<file path="config.mk">
export PLATFORM = sky130hd
export DESIGN_NAME = sprite_transparency_rle_encoder
export DESIGN_NICKNAME = d
export VERILOG_FILES = /design/src/design/sprle_pkg.sv /design/src/design/sprle_core.sv /design/src/design/sprle_outbuf.sv /design/src/design/sprite_transparency_rle_encoder.sv
export SDC_FILE = /design/constraint.sdc
export NUM_CORES = 1
export LEC_CHECK = 0
export BUFFER_PORTS_ARGS = -buffer_cell sky130_fd_sc_hd__buf_4
export CAP_MARGIN = 20
export CORE_MARGIN = 3
export CORE_UTILIZATION = 46
export CTS_BUF_LIST = sky130_fd_sc_hd__clkbuf_8
export CTS_CLUSTER_DIAMETER = 50
export DETAILED_ROUTE_END_ITERATION = 6
export SYNTH_ARGS = -nofsm -noshare
export SYNTH_HDL_FRONTEND = slang
export SYNTH_SLANG_ARGS = --single-unit
</file>
<file path="constraint.sdc">
create_clock -name clk_i -period 11.3 [get_ports clk_i]
set_input_delay 1.13 -clock clk_i [delete_from_list [all_inputs] [get_ports clk_i]]
set_output_delay 1.13 -clock clk_i [all_outputs]
set_load 0.1 [all_outputs]
</file>
<file path="src/design/sprle_pkg.sv">
// Shared types and constants of the sprite transparency run-length encoder.
package sprle_pkg;

  // Field widths
  localparam int unsigned OffW     = 19;
  localparam int unsigned SideW    = 8;
  localparam int unsigned CountW   = 16;
  localparam int unsigned PixW     = 32;

  // Up to three writes come out of one pixel
  localparam int unsigned MaxWrites = 3;
  localparam int unsigned WrCntW    = 2;

  // Reset values and fixed steps
  localparam logic [SideW-1:0]  SideReset  = 8'd32;
  localparam logic [CountW-1:0] CountMax   = 16'hFFFF;
  localparam logic [OffW-1:0]   OffStart   = 19'd2;
  localparam logic [OffW-1:0]   CountBytes = 19'd2;
  localparam logic [OffW-1:0]   PixelBytes = 19'd4;

  // Configuration register indexes
  localparam int unsigned CfgIdxW = 1;
  localparam logic [CfgIdxW-1:0] CfgRegionWidth  = 1'b0;
  localparam logic [CfgIdxW-1:0] CfgRegionHeight = 1'b1;

  // Write kinds
  localparam logic KindCount = 1'b0;
  localparam logic KindPixel = 1'b1;

  // One input item
  typedef struct packed {
    logic [PixW-1:0] pixel_word;
    logic            is_clear;
  } pix_item_t;

  // One result item
  typedef struct packed {
    logic             write_kind;
    logic [OffW-1:0]  byte_offset;
    logic [PixW-1:0]  write_value;
    logic             final_write;
    logic [OffW-1:0]  total_bytes;
    logic [SideW-1:0] max_solid_x;
    logic [SideW-1:0] max_solid_y;
  } wr_item_t;

  // All writes caused by one pixel
  typedef struct packed {
    wr_item_t [MaxWrites-1:0] wr;
    logic [WrCntW-1:0]        cnt;
  } wr_bundle_t;

endpackage

</file>
<file path="src/design/sprle_core.sv">
// Encoder state and per-pixel write generation.
module sprle_core (
  input  logic                         clk_i,
  input  logic                         rst_ni,
  input  logic [sprle_pkg::SideW-1:0]  width_i,
  input  logic [sprle_pkg::SideW-1:0]  height_i,
  input  sprle_pkg::pix_item_t         item_i,
  input  logic                         step_i,
  output sprle_pkg::wr_bundle_t        bundle_o
);

  // Encoder state
  logic [sprle_pkg::CountW-1:0] run_q;
  logic                         in_clear_q;
  logic [sprle_pkg::OffW-1:0]   slot_q;
  logic [sprle_pkg::OffW-1:0]   next_q;
  logic [sprle_pkg::SideW-1:0]  col_q;
  logic [sprle_pkg::SideW-1:0]  row_q;
  logic [sprle_pkg::SideW-1:0]  best_x_q;
  logic [sprle_pkg::SideW-1:0]  best_y_q;
  logic                         first_seen_q;

  // Step values
  logic                         clear;
  logic                         first;
  logic                         open_zero;
  logic                         ic0;
  logic                         close;
  logic                         last_col;
  logic                         last;
  logic [sprle_pkg::SideW-1:0]  w_side;
  logic [sprle_pkg::SideW-1:0]  h_side;
  logic [sprle_pkg::SideW:0]    col_p1;
  logic [sprle_pkg::SideW:0]    row_p1;
  logic [sprle_pkg::OffW-1:0]   slot0;
  logic [sprle_pkg::OffW-1:0]   nxt0;
  logic [sprle_pkg::OffW-1:0]   slot1;
  logic [sprle_pkg::OffW-1:0]   nxt1;
  logic [sprle_pkg::OffW-1:0]   nxt2;
  logic [sprle_pkg::OffW-1:0]   total;
  logic [sprle_pkg::CountW-1:0] run1;
  logic [sprle_pkg::CountW-1:0] run2;
  logic [sprle_pkg::SideW-1:0]  best_x_d;
  logic [sprle_pkg::SideW-1:0]  best_y_d;
  sprle_pkg::wr_bundle_t        bundle;

  function automatic sprle_pkg::wr_item_t mk_wr(
    input logic                       kind,
    input logic [sprle_pkg::OffW-1:0] off,
    input logic [sprle_pkg::PixW-1:0] val
  );
    sprle_pkg::wr_item_t r;
    r             = '0;
    r.write_kind  = kind;
    r.byte_offset = off;
    r.write_value = val;
    return r;
  endfunction

  // Run bookkeeping: a run closes whenever the transparency flips
  always_comb begin
    clear     = item_i.is_clear;
    first     = !first_seen_q;
    w_side    = (width_i == '0) ? sprle_pkg::SideW'(1) : width_i;
    h_side    = (height_i == '0) ? sprle_pkg::SideW'(1) : height_i;
    col_p1    = {1'b0, col_q} + (sprle_pkg::SideW+1)'(1);
    row_p1    = {1'b0, row_q} + (sprle_pkg::SideW+1)'(1);
    last_col  = col_p1 >= {1'b0, w_side};
    last      = last_col && (row_p1 >= {1'b0, h_side});

    // solid first pixel opens with a zero transparent count
    open_zero = first && !clear;
    ic0       = first ? clear : in_clear_q;
    slot0     = open_zero ? sprle_pkg::CountBytes : slot_q;
    nxt0      = open_zero ? (sprle_pkg::CountBytes + sprle_pkg::CountBytes) : next_q;
    close     = ic0 ^ clear;

    slot1     = close ? nxt0 : slot0;
    nxt1      = close ? (nxt0 + sprle_pkg::CountBytes) : nxt0;
    run1      = close ? '0 : run_q;
    run2      = (run1 == sprle_pkg::CountMax) ? sprle_pkg::CountMax
                                              : run1 + sprle_pkg::CountW'(1);
    nxt2      = clear ? nxt1 : (nxt1 + sprle_pkg::PixelBytes);
    total     = (last && clear) ? (nxt2 + sprle_pkg::CountBytes) : nxt2;

    best_x_d  = (!clear && (col_q > best_x_q)) ? col_q : best_x_q;
    best_y_d  = (!clear && (row_q > best_y_q)) ? row_q : best_y_q;
  end

  // Pack the writes of this pixel in order
  always_comb begin
    bundle = '0;
    if (open_zero) begin
      bundle.wr[bundle.cnt] = mk_wr(sprle_pkg::KindCount, '0, '0);
      bundle.cnt            = bundle.cnt + sprle_pkg::WrCntW'(1);
    end
    if (close) begin
      bundle.wr[bundle.cnt] = mk_wr(sprle_pkg::KindCount, slot0,
                                    {{(sprle_pkg::PixW-sprle_pkg::CountW){1'b0}}, run_q});
      bundle.cnt            = bundle.cnt + sprle_pkg::WrCntW'(1);
    end
    if (!clear) begin
      bundle.wr[bundle.cnt] = mk_wr(sprle_pkg::KindPixel, nxt1, item_i.pixel_word);
      bundle.cnt            = bundle.cnt + sprle_pkg::WrCntW'(1);
    end
    if (last) begin
      bundle.wr[bundle.cnt] = mk_wr(sprle_pkg::KindCount, slot1,
                                    {{(sprle_pkg::PixW-sprle_pkg::CountW){1'b0}}, run2});
      bundle.cnt            = bundle.cnt + sprle_pkg::WrCntW'(1);
      // record ending transparent gets a trailing zero solid count
      if (clear) begin
        bundle.wr[bundle.cnt] = mk_wr(sprle_pkg::KindCount,
                                      slot1 + sprle_pkg::CountBytes, '0);
        bundle.cnt            = bundle.cnt + sprle_pkg::WrCntW'(1);
      end
      bundle.wr[bundle.cnt - sprle_pkg::WrCntW'(1)].final_write = 1'b1;
    end
    for (int i = 0; i < sprle_pkg::MaxWrites; i++) begin
      bundle.wr[i].total_bytes = total;
      bundle.wr[i].max_solid_x = best_x_d;
      bundle.wr[i].max_solid_y = best_y_d;
    end
  end

  assign bundle_o = bundle;

  // State update; the sprite's last pixel returns everything to reset
  always_ff @(posedge clk_i or negedge rst_ni) begin
    if (!rst_ni) begin
      run_q        <= '0;
      in_clear_q   <= 1'b0;
      slot_q       <= '0;
      next_q       <= sprle_pkg::OffStart;
      col_q        <= '0;
      row_q        <= '0;
      best_x_q     <= '0;
      best_y_q     <= '0;
      first_seen_q <= 1'b0;
    end else if (step_i) begin
      if (last) begin
        run_q        <= '0;
        in_clear_q   <= 1'b0;
        slot_q       <= '0;
        next_q       <= sprle_pkg::OffStart;
        col_q        <= '0;
        row_q        <= '0;
        best_x_q     <= '0;
        best_y_q     <= '0;
        first_seen_q <= 1'b0;
      end else begin
        run_q        <= run2;
        in_clear_q   <= clear;
        slot_q       <= slot1;
        next_q       <= nxt2;
        best_x_q     <= best_x_d;
        best_y_q     <= best_y_d;
        first_seen_q <= 1'b1;
        if (last_col) begin
          col_q <= '0;
          row_q <= row_p1[sprle_pkg::SideW-1:0];
        end else begin
          col_q <= col_p1[sprle_pkg::SideW-1:0];
        end
      end
    end
  end

endmodule

</file>
<file path="src/design/sprle_outbuf.sv">
// Result buffer: holds the writes of one pixel and hands them out one per cycle while out_ready_i is high.
module sprle_outbuf (
  input  logic                  clk_i,
  input  logic                  rst_ni,
  input  logic                  load_i,
  input  sprle_pkg::wr_bundle_t bundle_i,
  output logic                  free_o,
  output logic                  out_valid_o,
  input  logic                  out_ready_i,
  output sprle_pkg::wr_item_t   out_item_o
);

  sprle_pkg::wr_item_t [sprle_pkg::MaxWrites-1:0] ent_q;
  logic [sprle_pkg::WrCntW-1:0] cnt_q;
  logic [sprle_pkg::WrCntW-1:0] idx_q;
  logic                         pop;
  logic                         last_pop;

  // Drain control
  assign out_valid_o = (cnt_q != '0);
  assign pop         = out_valid_o && out_ready_i;
  assign last_pop    = pop && (idx_q == (cnt_q - sprle_pkg::WrCntW'(1)));
  assign free_o      = (cnt_q == '0) || last_pop;
  assign out_item_o  = ent_q[idx_q];

  always_ff @(posedge clk_i or negedge rst_ni) begin
    if (!rst_ni) begin
      cnt_q <= '0;
      idx_q <= '0;
    end else if (load_i) begin
      cnt_q <= bundle_i.cnt;
      idx_q <= '0;
    end else if (last_pop) begin
      cnt_q <= '0;
      idx_q <= '0;
    end else if (pop) begin
      idx_q <= idx_q + sprle_pkg::WrCntW'(1);
    end
  end

  // Payload
  always_ff @(posedge clk_i) begin
    if (load_i) begin
      ent_q <= bundle_i.wr;
    end
  end

endmodule

</file>
<file path="src/design/sprite_transparency_rle_encoder.sv">
// Top level of the sprite transparency run-length encoder.
//
// Pixels of a sprite region enter in raster order on the in_* channel
// (valid/ready), each a 32-bit word and a transparency flag. Memory writes
// that build the run-length record leave on the out_* channel (valid/ready):
// counts as 16-bit values, solid pixels as 32-bit words, each with its byte
// offset, the running record length and the greatest solid column and row.
// The region size sits in two registers written through cfg_we_i,
// cfg_index_i and cfg_data_i; write them only between sprites.
// An accepted item passes the input register and the result buffer before
// its first write leaves. A pixel causes zero to three writes; the buffer
// sends one write per cycle while out_ready_i is high, so the rate
// is one pixel per cycle when each pixel causes at most one write.
// A transparent pixel that causes no write passes without using the buffer.
// Reset clears the encoder state and sets both sides to 32. When the receiver
// stalls, the buffer holds its writes, one more pixel waits in the input
// register, and then in_ready_o falls.
module sprite_transparency_rle_encoder (
  input  logic                              clk_i,
  input  logic                              rst_ni,
  input  logic                              in_valid_i,
  output logic                              in_ready_o,
  input  sprle_pkg::pix_item_t              in_item_i,
  output logic                              out_valid_o,
  input  logic                              out_ready_i,
  output sprle_pkg::wr_item_t               out_item_o,
  input  logic                              cfg_we_i,
  input  logic [sprle_pkg::CfgIdxW-1:0]     cfg_index_i,
  input  logic [sprle_pkg::SideW-1:0]       cfg_data_i
);

  logic                        in_valid_q;
  sprle_pkg::pix_item_t        in_item_q;
  logic [sprle_pkg::SideW-1:0] width_q;
  logic [sprle_pkg::SideW-1:0] height_q;
  sprle_pkg::wr_bundle_t       bundle;
  logic                        buf_free;
  logic                        process;
  logic                        load;
  logic                        accept;

  // Handshake: a pixel with no writes proceeds even when the buffer is busy
  assign process    = in_valid_q && ((bundle.cnt == '0) || buf_free);
  assign load       = process && (bundle.cnt != '0);
  assign in_ready_o = !in_valid_q || process;
  assign accept     = in_valid_i && in_ready_o;

  // Input register
  always_ff @(posedge clk_i or negedge rst_ni) begin
    if (!rst_ni) begin
      in_valid_q <= 1'b0;
    end else if (accept) begin
      in_valid_q <= 1'b1;
    end else if (process) begin
      in_valid_q <= 1'b0;
    end
  end

  always_ff @(posedge clk_i) begin
    if (accept) begin
      in_item_q <= in_item_i;
    end
  end

  // Configuration registers
  always_ff @(posedge clk_i or negedge rst_ni) begin
    if (!rst_ni) begin
      width_q  <= sprle_pkg::SideReset;
      height_q <= sprle_pkg::SideReset;
    end else if (cfg_we_i) begin
      case (cfg_index_i)
        sprle_pkg::CfgRegionWidth:  width_q  <= cfg_data_i;
        sprle_pkg::CfgRegionHeight: height_q <= cfg_data_i;
        default: ;
      endcase
    end
  end

  sprle_core u_core (
    .clk_i    (clk_i),
    .rst_ni   (rst_ni),
    .width_i  (width_q),
    .height_i (height_q),
    .item_i   (in_item_q),
    .step_i   (process),
    .bundle_o (bundle)
  );

  sprle_outbuf u_outbuf (
    .clk_i       (clk_i),
    .rst_ni      (rst_ni),
    .load_i      (load),
    .bundle_i    (bundle),
    .free_o      (buf_free),
    .out_valid_o (out_valid_o),
    .out_ready_i (out_ready_i),
    .out_item_o  (out_item_o)
  );

endmodule

</file>
# Word-level counts from Yosys, hierarchy flattened
# Cells that the tools add are included.
# word_totals
ff_bits	336
inputBits	47
out_inout_bits	90
# classes
n_addsub	14
order_cmp	15
n_eq_ne	2
muxes	54
n_bitwise	2
reduce_logical	34
# op_table
op	count
266-bit 2-to-1 mux	5
264-bit bitwise mux	5
88-bit demux with 2-bit select	5
88-bit 2-to-1 mux	5
88-bit binary-select mux with 2-bit select	1
19-bit 2-to-1 mux	8
8-bit 2-to-1 mux	10
19-bit by 2-bit adder with 19-bit output (second input constant)	3
16-bit 2-to-1 mux	3
36-bit 2-to-1 mux	1
19-bit by 3-bit adder with 19-bit output (second input constant)	1
8-bit by 1-bit adder with 9-bit output (second input constant)	2
9-bit by 8-bit greater-or-equal comparator with 1-bit output	2
16-bit by 1-bit adder with 16-bit output (second input constant)	1
16-bit == test (second input constant)	1
8-bit > comparator	2
8-bit zero test	2
1-bit logical AND	15
2-bit by 3-bit < comparator with 1-bit output (second input constant)	5
2-bit 2-to-1 mux	5
2-bit nonzero test	5
2-bit by 1-bit adder with 2-bit output (second input constant)	4
2-bit by 1-bit greater-or-equal comparator with 1-bit output (second input constant)	4
1-bit 2-to-1 mux	6
other kinds (12)	20

# Longest topological paths before layout
# Gate-level depths: netlist (run 1).
# depth
word_depth	36
depth_mapped	21

# Cells and area by module
# From an unflattened synthesis (run 1), not the netlist that was laid out.
# unflattened
hier_cells	2073
area_unflattened_um2	22392.7
# modules_own_cells
mod	instances	cells_per_inst	area_per_inst_um2	seq_area_each_um2
sprle_core	1	1411	10538.9	2203.4
sprle_outbuf	1	587	10148.5	8027.7
sprite_transparency_rle_encoder	1	75	1705.4	1418.9

# Least setup slack after synthesis (run 1)
# OpenSTA, ideal clock, no wires.
# synth_path
path_type	flip-flop to flip-flop
start	register in_item_q[0] (netlist bit)
end	register u_outbuf.ent_q[123] (netlist bit) (enable)
setup_time_ns	0.578
arrival_ns	8.030
slack_ns	2.692
path_stages_with_launch	18
cell_sequence	edfxtp_1 buf_2 xnor2_2 buf_2 nor2_1 inv_1 clkbuf_1 clkbuf_1 buf_1 ha_1 nand2b_1 and2_1 ha_1 nor2b_1 nand2b_1 mux2i_1 nor3b_1 and2_1
# synth_via
elab_chain_cells	16
# synth_lines
item	line_no	rtl
from (decl)	sprite_transparency_rle_encoder.sv:33	sprle_pkg::pix_item_t in_item_q;
from (signal assigned)	sprite_transparency_rle_encoder.sv:61	in_item_q <= in_item_i;
1-bit zero test	sprle_core.sv:72	open_zero = first && !clear;
1-bit logical AND	sprle_core.sv:72	
1-bit 2-to-1 mux	sprle_core.sv:93	if (open_zero) begin
1-bit by 1-bit adder with 2-bit output	sprle_core.sv:100	bundle.cnt = bundle.cnt + sprle_pkg::WrCntW'(1);
266-bit 2-to-1 mux	sprle_core.sv:97	if (close) begin
2-bit by 1-bit adder with 2-bit output	sprle_core.sv:104	bundle.cnt = bundle.cnt + sprle_pkg::WrCntW'(1);
266-bit 2-to-1 mux	sprle_core.sv:102	if (!clear) begin
2-bit by 1-bit adder with 2-bit output	sprle_core.sv:109	bundle.cnt = bundle.cnt + sprle_pkg::WrCntW'(1);
2-bit by 1-bit adder with 2-bit output	sprle_core.sv:114	bundle.cnt = bundle.cnt + sprle_pkg::WrCntW'(1);
266-bit 2-to-1 mux	sprle_core.sv:111	if (clear) begin
266-bit 2-to-1 mux	sprle_core.sv:106	if (last) begin
266-bit 2-to-1 mux *	sprle_core.sv:106	
2-bit zero test	sprite_transparency_rle_encoder.sv:43	assign process = in_valid_q && ((bundle.cnt == '0) || buf_free);
1-bit logical OR	sprite_transparency_rle_encoder.sv:43	
1-bit logical AND	sprite_transparency_rle_encoder.sv:43	
1-bit logical AND *	sprite_transparency_rle_encoder.sv:44	assign load = process && (bundle.cnt != '0);
to (signal assigned)	sprle_outbuf.sv:44	ent_q <= bundle_i.wr;
to (decl)	sprle_outbuf.sv:13	sprle_pkg::wr_item_t [sprle_pkg::MaxWrites-1:0] ent_q;
# Mark *: on every way between the ends. The rest lies on a longest branch, timed or not. The select of a mux whose other input is x is not followed.
# A chain may end at the register's enable or synchronous reset.

# Worst setup path in the final report (run 1)
# layout_path
start	register in_item_q[0] (netlist bit)
end	output port in_ready_o
# layout_via
elab_chain_cells	16
# layout_lines
item	line_no	rtl
1-bit zero test	sprle_core.sv:72	
1-bit logical AND	sprle_core.sv:72	
1-bit 2-to-1 mux	sprle_core.sv:93	
1-bit by 1-bit adder with 2-bit output	sprle_core.sv:100	
266-bit 2-to-1 mux	sprle_core.sv:97	
2-bit by 1-bit adder with 2-bit output	sprle_core.sv:104	
266-bit 2-to-1 mux	sprle_core.sv:102	
2-bit by 1-bit adder with 2-bit output	sprle_core.sv:109	
2-bit by 1-bit adder with 2-bit output	sprle_core.sv:114	
266-bit 2-to-1 mux	sprle_core.sv:111	
266-bit 2-to-1 mux	sprle_core.sv:106	
266-bit 2-to-1 mux *	sprle_core.sv:106	
2-bit zero test *	sprite_transparency_rle_encoder.sv:43	
1-bit logical OR *	sprite_transparency_rle_encoder.sv:43	
1-bit logical AND *	sprite_transparency_rle_encoder.sv:43	
1-bit logical OR *	sprite_transparency_rle_encoder.sv:45	assign in_ready_o = !in_valid_q || process;
to (decl)	sprite_transparency_rle_encoder.sv:22	output logic in_ready_o,
# Marked as above.

==> results of run 1 <==
-- area by class of cell --
class / count / area, sq um
clock buffer: 63 / 867.1
clock inverter: 43 / 232.7
fill: 3736 / 19260
inverter: 53 / 198.9
multi-input combinational: 1379 / 8884
sequential: 336 / 9553
tap: 532 / 665.6
timing repair buffer: 163 / 1266
-- kinds of logic after synthesis --
kind of cell / Yosys count / synth area share
AOI/OAI and AO/OA: 490 / 0.1642
buffers and inverters: 185 / 0.03831
muxes: 99 / 0.05376
and+or+nand+nor: 656 / 0.1730
adders and majority gates: 47 / 0.03078
xor gates and xnor gates: 87 / 0.04027
DFF: 336 / 0.4997
-- worst max-delay path, delay by kind of cell, from the launching register on --
family / cells / cell delay [ps]
xor+xnor: 1 / 700
fa+ha+maj: 2 / 740
buf+inv: 4 / 1510
flops: 1 / 360
mux: 1 / 130
simple gates: 7 / 1410
-- synth_stat cells (11+ instances only) --
cell and number:
a21oi_1 87, a221oi_1 12, a22o_1 23, a22oi_1 29, a31o_2 17, and2_1 90, and3_1 42, buf_1 13
buf_2 19, clkbuf_1 96, dfrtp_1 106, edfxtp_1 227, ha_1 47, inv_1 50, mux2_2 29, mux2i_1 70
nand2_1 233, nand2b_1 21, nand3_1 54, nand4_1 24, nor2_1 90, nor2b_1 18, nor3_1 20, nor4_1 11
o21ai_0 157, o22ai_1 53, o31ai_1 40, or3_1 11, xnor2_1 49, xor2_1 37
-- layout by cell type (no fill, tap or decap), types with 9 or more instances in the layout --
cell / Yosys / final
clkinv_2: 0 / 9
a21o_1: 10 / 10
nor4_1: 11 / 11
a22o_1: 23 / 23
nor2b_1: 18 / 16
xor2_1: 37 / 37
nand4_1: 24 / 24
a31o_2: 17 / 17
inv_1: 50 / 73
nor2_1: 90 / 89
o22ai_1: 53 / 53
o31ai_1: 40 / 38
mux2i_1: 70 / 70
and2_1: 90 / 88
nand2b_1: 21 / 21
a21oi_1: 87 / 87
nand3_1: 54 / 54
a221oi_1: 12 / 12
ha_1: 47 / 47
dfrtp_1: 106 / 104
xnor2_1: 49 / 49
and3_1: 42 / 42
nand2_1: 233 / 233
o21ai_0: 157 / 157
a22oi_1: 29 / 29
buf_4: 1 / 158
mux2_2: 29 / 29
edfxtp_1: 227 / 227
clkbuf_8: 0 / 63
or3_1: 11 / 11
nor3_1: 20 / 20
-- power by group --
| group | switching (mW) | total, mW | internal, mW |
|---|---|---|---|
| Clock | 0.514 | 1.05 | 0.539 |
| Sequential | 0.210 | 2.04 | 1.83 |
| Combinational | 2.88 | 3.81 | 0.929 |
| Total | 3.61 | 6.90 | 3.29 |
-- flip-flops by register name, summed over array words and instances (netlist names), 2 cells and up --
| signal | count |
|---|---|
| width_q | 8 |
| u_core.best_x_q | 8 |
| u_core.next_q | 19 |
| u_core.row_q | 8 |
| u_core.run_q | 16 |
| u_core.best_y_q | 8 |
| u_outbuf.ent_q | 194 |
| u_outbuf.cnt_q | 2 |
| u_outbuf.idx_q | 2 |
| in_item_q | 33 |
| u_core.col_q | 8 |
| height_q | 8 |
| u_core.slot_q | 19 |
-- how the worst max path moves through the flow --
stage / from / to / slack (ps)
after floorplan: in_item_q[0] / u_outbuf.ent_q[123] / 2690
after global placement: in_item_q[0] / u_core.row_q[0] / 5290
after detailed placement: in_item_q[0] / u_core.row_q[0] / 5080
after CTS: in_item_q[0] / in_ready_o / 4600
after global routing: in_item_q[0] / in_ready_o / 4170
final: in_item_q[0] / in_ready_o / 4610
-- routing by layer --
| metal | up-vias | global-route usage |
|---|---|---|
| li1 | 7173 | - |
| met1 | 7382 | 0.3402 |
| met2 | 573 | 0.3710 |
| met3 | 99 | 0.04709 |
| met4 | 0 | 0.07136 |
| met5 | - | 0 |
==> impl_metrics.ini, run 1 <==
[clock_network]
cts_hold_buf = 0
cts_tree = built
htreeDepth = 2
clkTransAtPathRegs_ps = 70
post_cts_buffers = 0
cts.sinks = 336
clk_path_buf_depth = 3
clock_latency_ps = 680
cts_root_buf = clkbuf_8
cts_resized = 0
numCtsBuffers = 58

[timing]
skew_ps = 49.46
rsz0062_at_grt = no
holdWs_ps = 474.0
fmax_ghz = 0.1494
hold_violations = 0
setup_violations = 0
finalCriticalPeriod_ps = 6695
finalWorstSetupSlack_ps = 4605
setup_tns_ps = 0
period_share = 0.5925
drv_slew = 0
max-slew-margin-rel = 0.2981
worst_slew_pin_slew_ps = 1042

[setup_path]
cp_common_cell = buf_4
cp_cell_sequence = buf_4 -> xnor2_2 -> nor2_1 -> buf_4 -> inv_1 -> ha_1 -> nand2b_1 -> and2_1 -> ha_1 -> nor2b_1 -> nand2b_1 -> mux2i_1 -> nor3b_1 -> nand2_1 -> buf_4
ff2ff_setup_slack_ps = 4950
arrival_ps = 5560
crit_type = flip-flop to primary output
cp_max_fo = 62
rr_endpoint = u_core.row_q[0]
required_ps = 10170
r2r_cells = 18
cp_slowest_cell = xnor2_2
cp-end-kind = primary output
timing.rr.start = in_item_q[0]
slowest_delay_ps = 700
cp-start-kind = flip-flop

[die]
start_util = 0.4669
dieArea_sq_mm = 0.04402
ios = 137
rows = 74
die_x_um = 209.8
die_h_um = 209.8
core_area_sq_mm = 0.04092

[global_routing]
grt_pass1_wl_um = 83840
grt_max_degree = 160
antenna_found_initial = 0
grt_pass1_vias = 14650
grt_overflow = 0
grt_use_total = 0.2385

[routing]
vias_per_cell = 5.927
vias = 15230
ant_nets = 0
met1_length_um = 23730
wl_met3_um = 3922
topRoutingLayerUsed = met4
wl_per_cell_um = 20.69
wirelength_um = 53160
drc = 0
drtPass1Iterations = 5
drt_iter0_markers = 1427
met2_length_um = 24220

[power_and_ir_drop]
p_leak_nw = 8.404
powerDensity_mw_per_mm2 = 318.5
power_mw = 6.902
peakVddDrop_uv = 246.4

[status]
status = completed

[synthesis]
yosys_warnings = 0
synth.cell_area_sq_mm = 0.01911
yosys.area.top_type = edfxtp_1
synth_nets = 1994
synth-edff-count = 227
synth_ff_type = edfxtp_1
yosysSeqAreaShare = 0.4997
synthTopCellsByArea = edfxtp_1 (36%), dfrtp_1 (14%), nand2_1 (4.6%)
yosysTopAreaCellShare = 0.3567
avgSynthCellArea_sq_um = 10.06
synth_cells = 1900
synth_seq_cells = 336
async_flop_share = 0.3244
synthDistinctLibCells = 78

[place]
place_ws_ps = 5081
place_area_sq_mm = 0.02051
place_inst = 2460
port_buffers = 136
hpwlAfterDp_um = 35360
gp_congestion = 0.9061

[final_layout]
fin_util = 0.5294
finalNonFillerCells = 2569
final_area_sq_mm = 0.02167
fin_nets = 2085
diodes = 0
synthToLayoutAreaGrowth_pct = 13.39
drive_gt1_frac = 0.1576

[flow_run]
max_cap_violations = 0

[hold_path]
hp-class = input pin to asynchronous set/reset pin
(Power assumes the default switching activity.)
==> run 2: changes to the inputs <==
Settings changed: PLACE_DENSITY set to 0.66.
Clock period 11.3 ns to 6.1 ns, I/O delays scaled along.
==> run 2 against run 1 <==
Critical path depth down 2. Via count increased by 0.16%. Cell count up 0.70%. Power is 88% higher. Clock power rose by 100%. Global-route usage is 0.16 points lower. Sequential share of layout area is 0.45 points lower. Clock-buffer cell count grew 6.
==> impl_metrics.ini, run 2 (synthesis results as in run 1) <==
[routing]
vias = 15250
vias_per_cell = 5.895
ant_nets = 0
drtPass1Iterations = 6
wl_per_cell_um = 20.46
drt_iter0_markers = 1244
drc = 0
wirelength_um = 52930

[hold_path]
min_path_cells = 1
whs_endpoint = in_item_q[8]
hp-class = input pin to flip-flop
min-delay-start = in_item_i[8]

[clock_network]
htreeDepth = 2
numCtsBuffers = 61
clock_latency_ps = 690
cts.sinks = 336
cts_tree = built
cts_root_buf = clkbuf_8
clkTransAtPathRegs_ps = 70
clk_path_buf_depth = 3

[die]
core_area_sq_mm = 0.04092
rows = 74
die_h_um = 209.8
die_x_um = 209.8
dieArea_sq_mm = 0.04402
start_util = 0.4669
ios = 137

[timing]
finalWorstSetupSlack_ps = 709.9
skew_ps = 43.43
setup_violations = 0
holdWs_ps = 97.19
rsz0062_at_grt = no
finalCriticalPeriod_ps = 5390
max-slew-margin-rel = 0.2887
period_share = 0.8836
setup_tns_ps = 0
worst_slew_pin_slew_ps = 1057
fmax_ghz = 0.1855
drv_slew = 0
hold_violations = 0

[final_layout]
reg_top3 = u_outbuf.ent_q x194, in_item_q x33
drive_gt1_frac = 0.1635
diodes = 0
fin_nets = 2096
largest_register_ffs = 194
largest_register = u_outbuf.ent_q
synthToLayoutAreaGrowth_pct = 14.55
finalNonFillerCells = 2587
final_common_cell = nand2_1
layout_common_cells = nand2_1 (233), edfxtp_1 (227), buf_4 (163), o21ai_0 (157), dfrtp_1 (104)

[global_routing]
grt_pass1_vias = 14770
grt_pass1_wl_um = 83200
antenna_found_initial = 0
grt_max_degree = 124
grt_use_total = 0.2370
grt_overflow = 0

[setup_path]
ff2ff_setup_slack_ps = 810
slowest_delay_ps = 710
arrival_ps = 4780
cp-start-kind = flip-flop
cp_max_fo = 21
cp_slowest_cell = o211ai_1
cp-end-kind = primary output
rr_endpoint = u_outbuf.ent_q[210]
timing.rr.start = in_item_q[0]
r2r_cells = 16
cp_common_cell = and3_1
required_ps = 5490
startpoint = u_core.row_q[2]
crit_type = flip-flop to primary output
cp_cell_sequence = and3_1 -> nand3_1 -> nor2_1 -> xor2_1 -> ha_1 -> and3_1 -> o2111ai_1 -> o211ai_1 -> o31a_2 -> mux2i_1 -> nor3b_1 -> nand2_1 -> buf_4

[power_and_ir_drop]
sw_frac_of_total = 0.5172
clkPwrFrac = 0.163
power_mw = 12.97
comb_power_share = 0.547
seqPwrFrac = 0.290
intPower_mw = 6.262
peakVddDrop_uv = 476.0
p_sw_mw = 6.710
p_leak_nw = 8.522
powerDensity_mw_per_mm2 = 592.6

[place]
port_buffers = 136
place_inst = 2467
place_ws_ps = 914.0
gp_congestion = 0.9438
hpwlAfterDp_um = 35960

[status]
status = completed

[flow_run]
max_cap_violations = 0
## run 2: changes by cell type in the layout (fill, tap and decap cells not counted), sizes merged
| cell | change |
|---|---|
| bufinv | +1 |
| clkbuf | +5 |
| inv | +4 |
| buf | +8 |
| clkinvlp | +2 |
| clkinv | -3 |
| dlygate4sd3 | +1 |
## run 2: worst max path at each step
stage / to / slack [ps] / cells past startpoint
2_1_floorplan: in_item_q[0] / 530 / 18
3_3_place_gp: u_outbuf.ent_q[210] / 1100 / 16
3_5_place_dp: u_outbuf.ent_q[210] / 910 / 16
4_1_cts: in_ready_o / 710 / 13
5_1_grt: in_ready_o / 290 / 13
6_report: in_ready_o / 710 / 13
## run 2: worst max-delay path, delay by kind of cell (launching register included)
family | cells | cell delay, ps
buffers and inverters | 1 | 260
and+or+nand+nor | 6 | 1260
AOI/OAI and AO/OA | 3 | 1460
DFF | 1 | 470
xor gates and xnor gates | 1 | 100
adders and majority gates | 1 | 320
muxes | 1 | 220
## run 2: metal layers
metal | global-route usage | routed length (um) | up-vias
met3 | 0.05620 | 4214 | 79
met4 | 0.06189 | 989 | 0
met5 | 0 | 0 | -
li1 | - | - | 7185
met1 | 0.3317 | 23160 | 7436
met2 | 0.3731 | 24580 | 551
## run 2: layout make-up
type | count | area, sq um
Sequential cell | 336 | 9553
Timing Repair Buffer | 171 | 1359
Clock inverter | 47 | 284.0
Clock buffer | 69 | 949.7
Fill cell | 3681 | 19040
Tap cell | 532 | 665.6
Multi-Input combinational cell | 1379 | 8879
Inverter | 53 | 198.9
## run 2: power groups by stage
stage	registers (mW)	clock network, mW	logic, mW
global route	3.84	2.28	7.54
CTS	3.76	2.17	7.08
detailed placement	3.80	0	7.06
global placement	3.77	0	6.99
floorplan	3.62	0	5.52
finish	3.77	2.11	7.09
## run 2: through the flow
stage	utilization	area, sq um
after floorplan	-	19110
after global placement	0.5029	20580
after detailed placement	0.5030	20580
after CTS	0.5334	21830
after global routing	0.5349	21890
final	0.5349	21890
## run 2: repair_timing
action / 4_1_cts / 5_1_grt
hold endpoints to repair: 31 / 0
setup buffers: 0 / 0
gates resized for setup: 0 / 0
hold buffers: 1 / 0
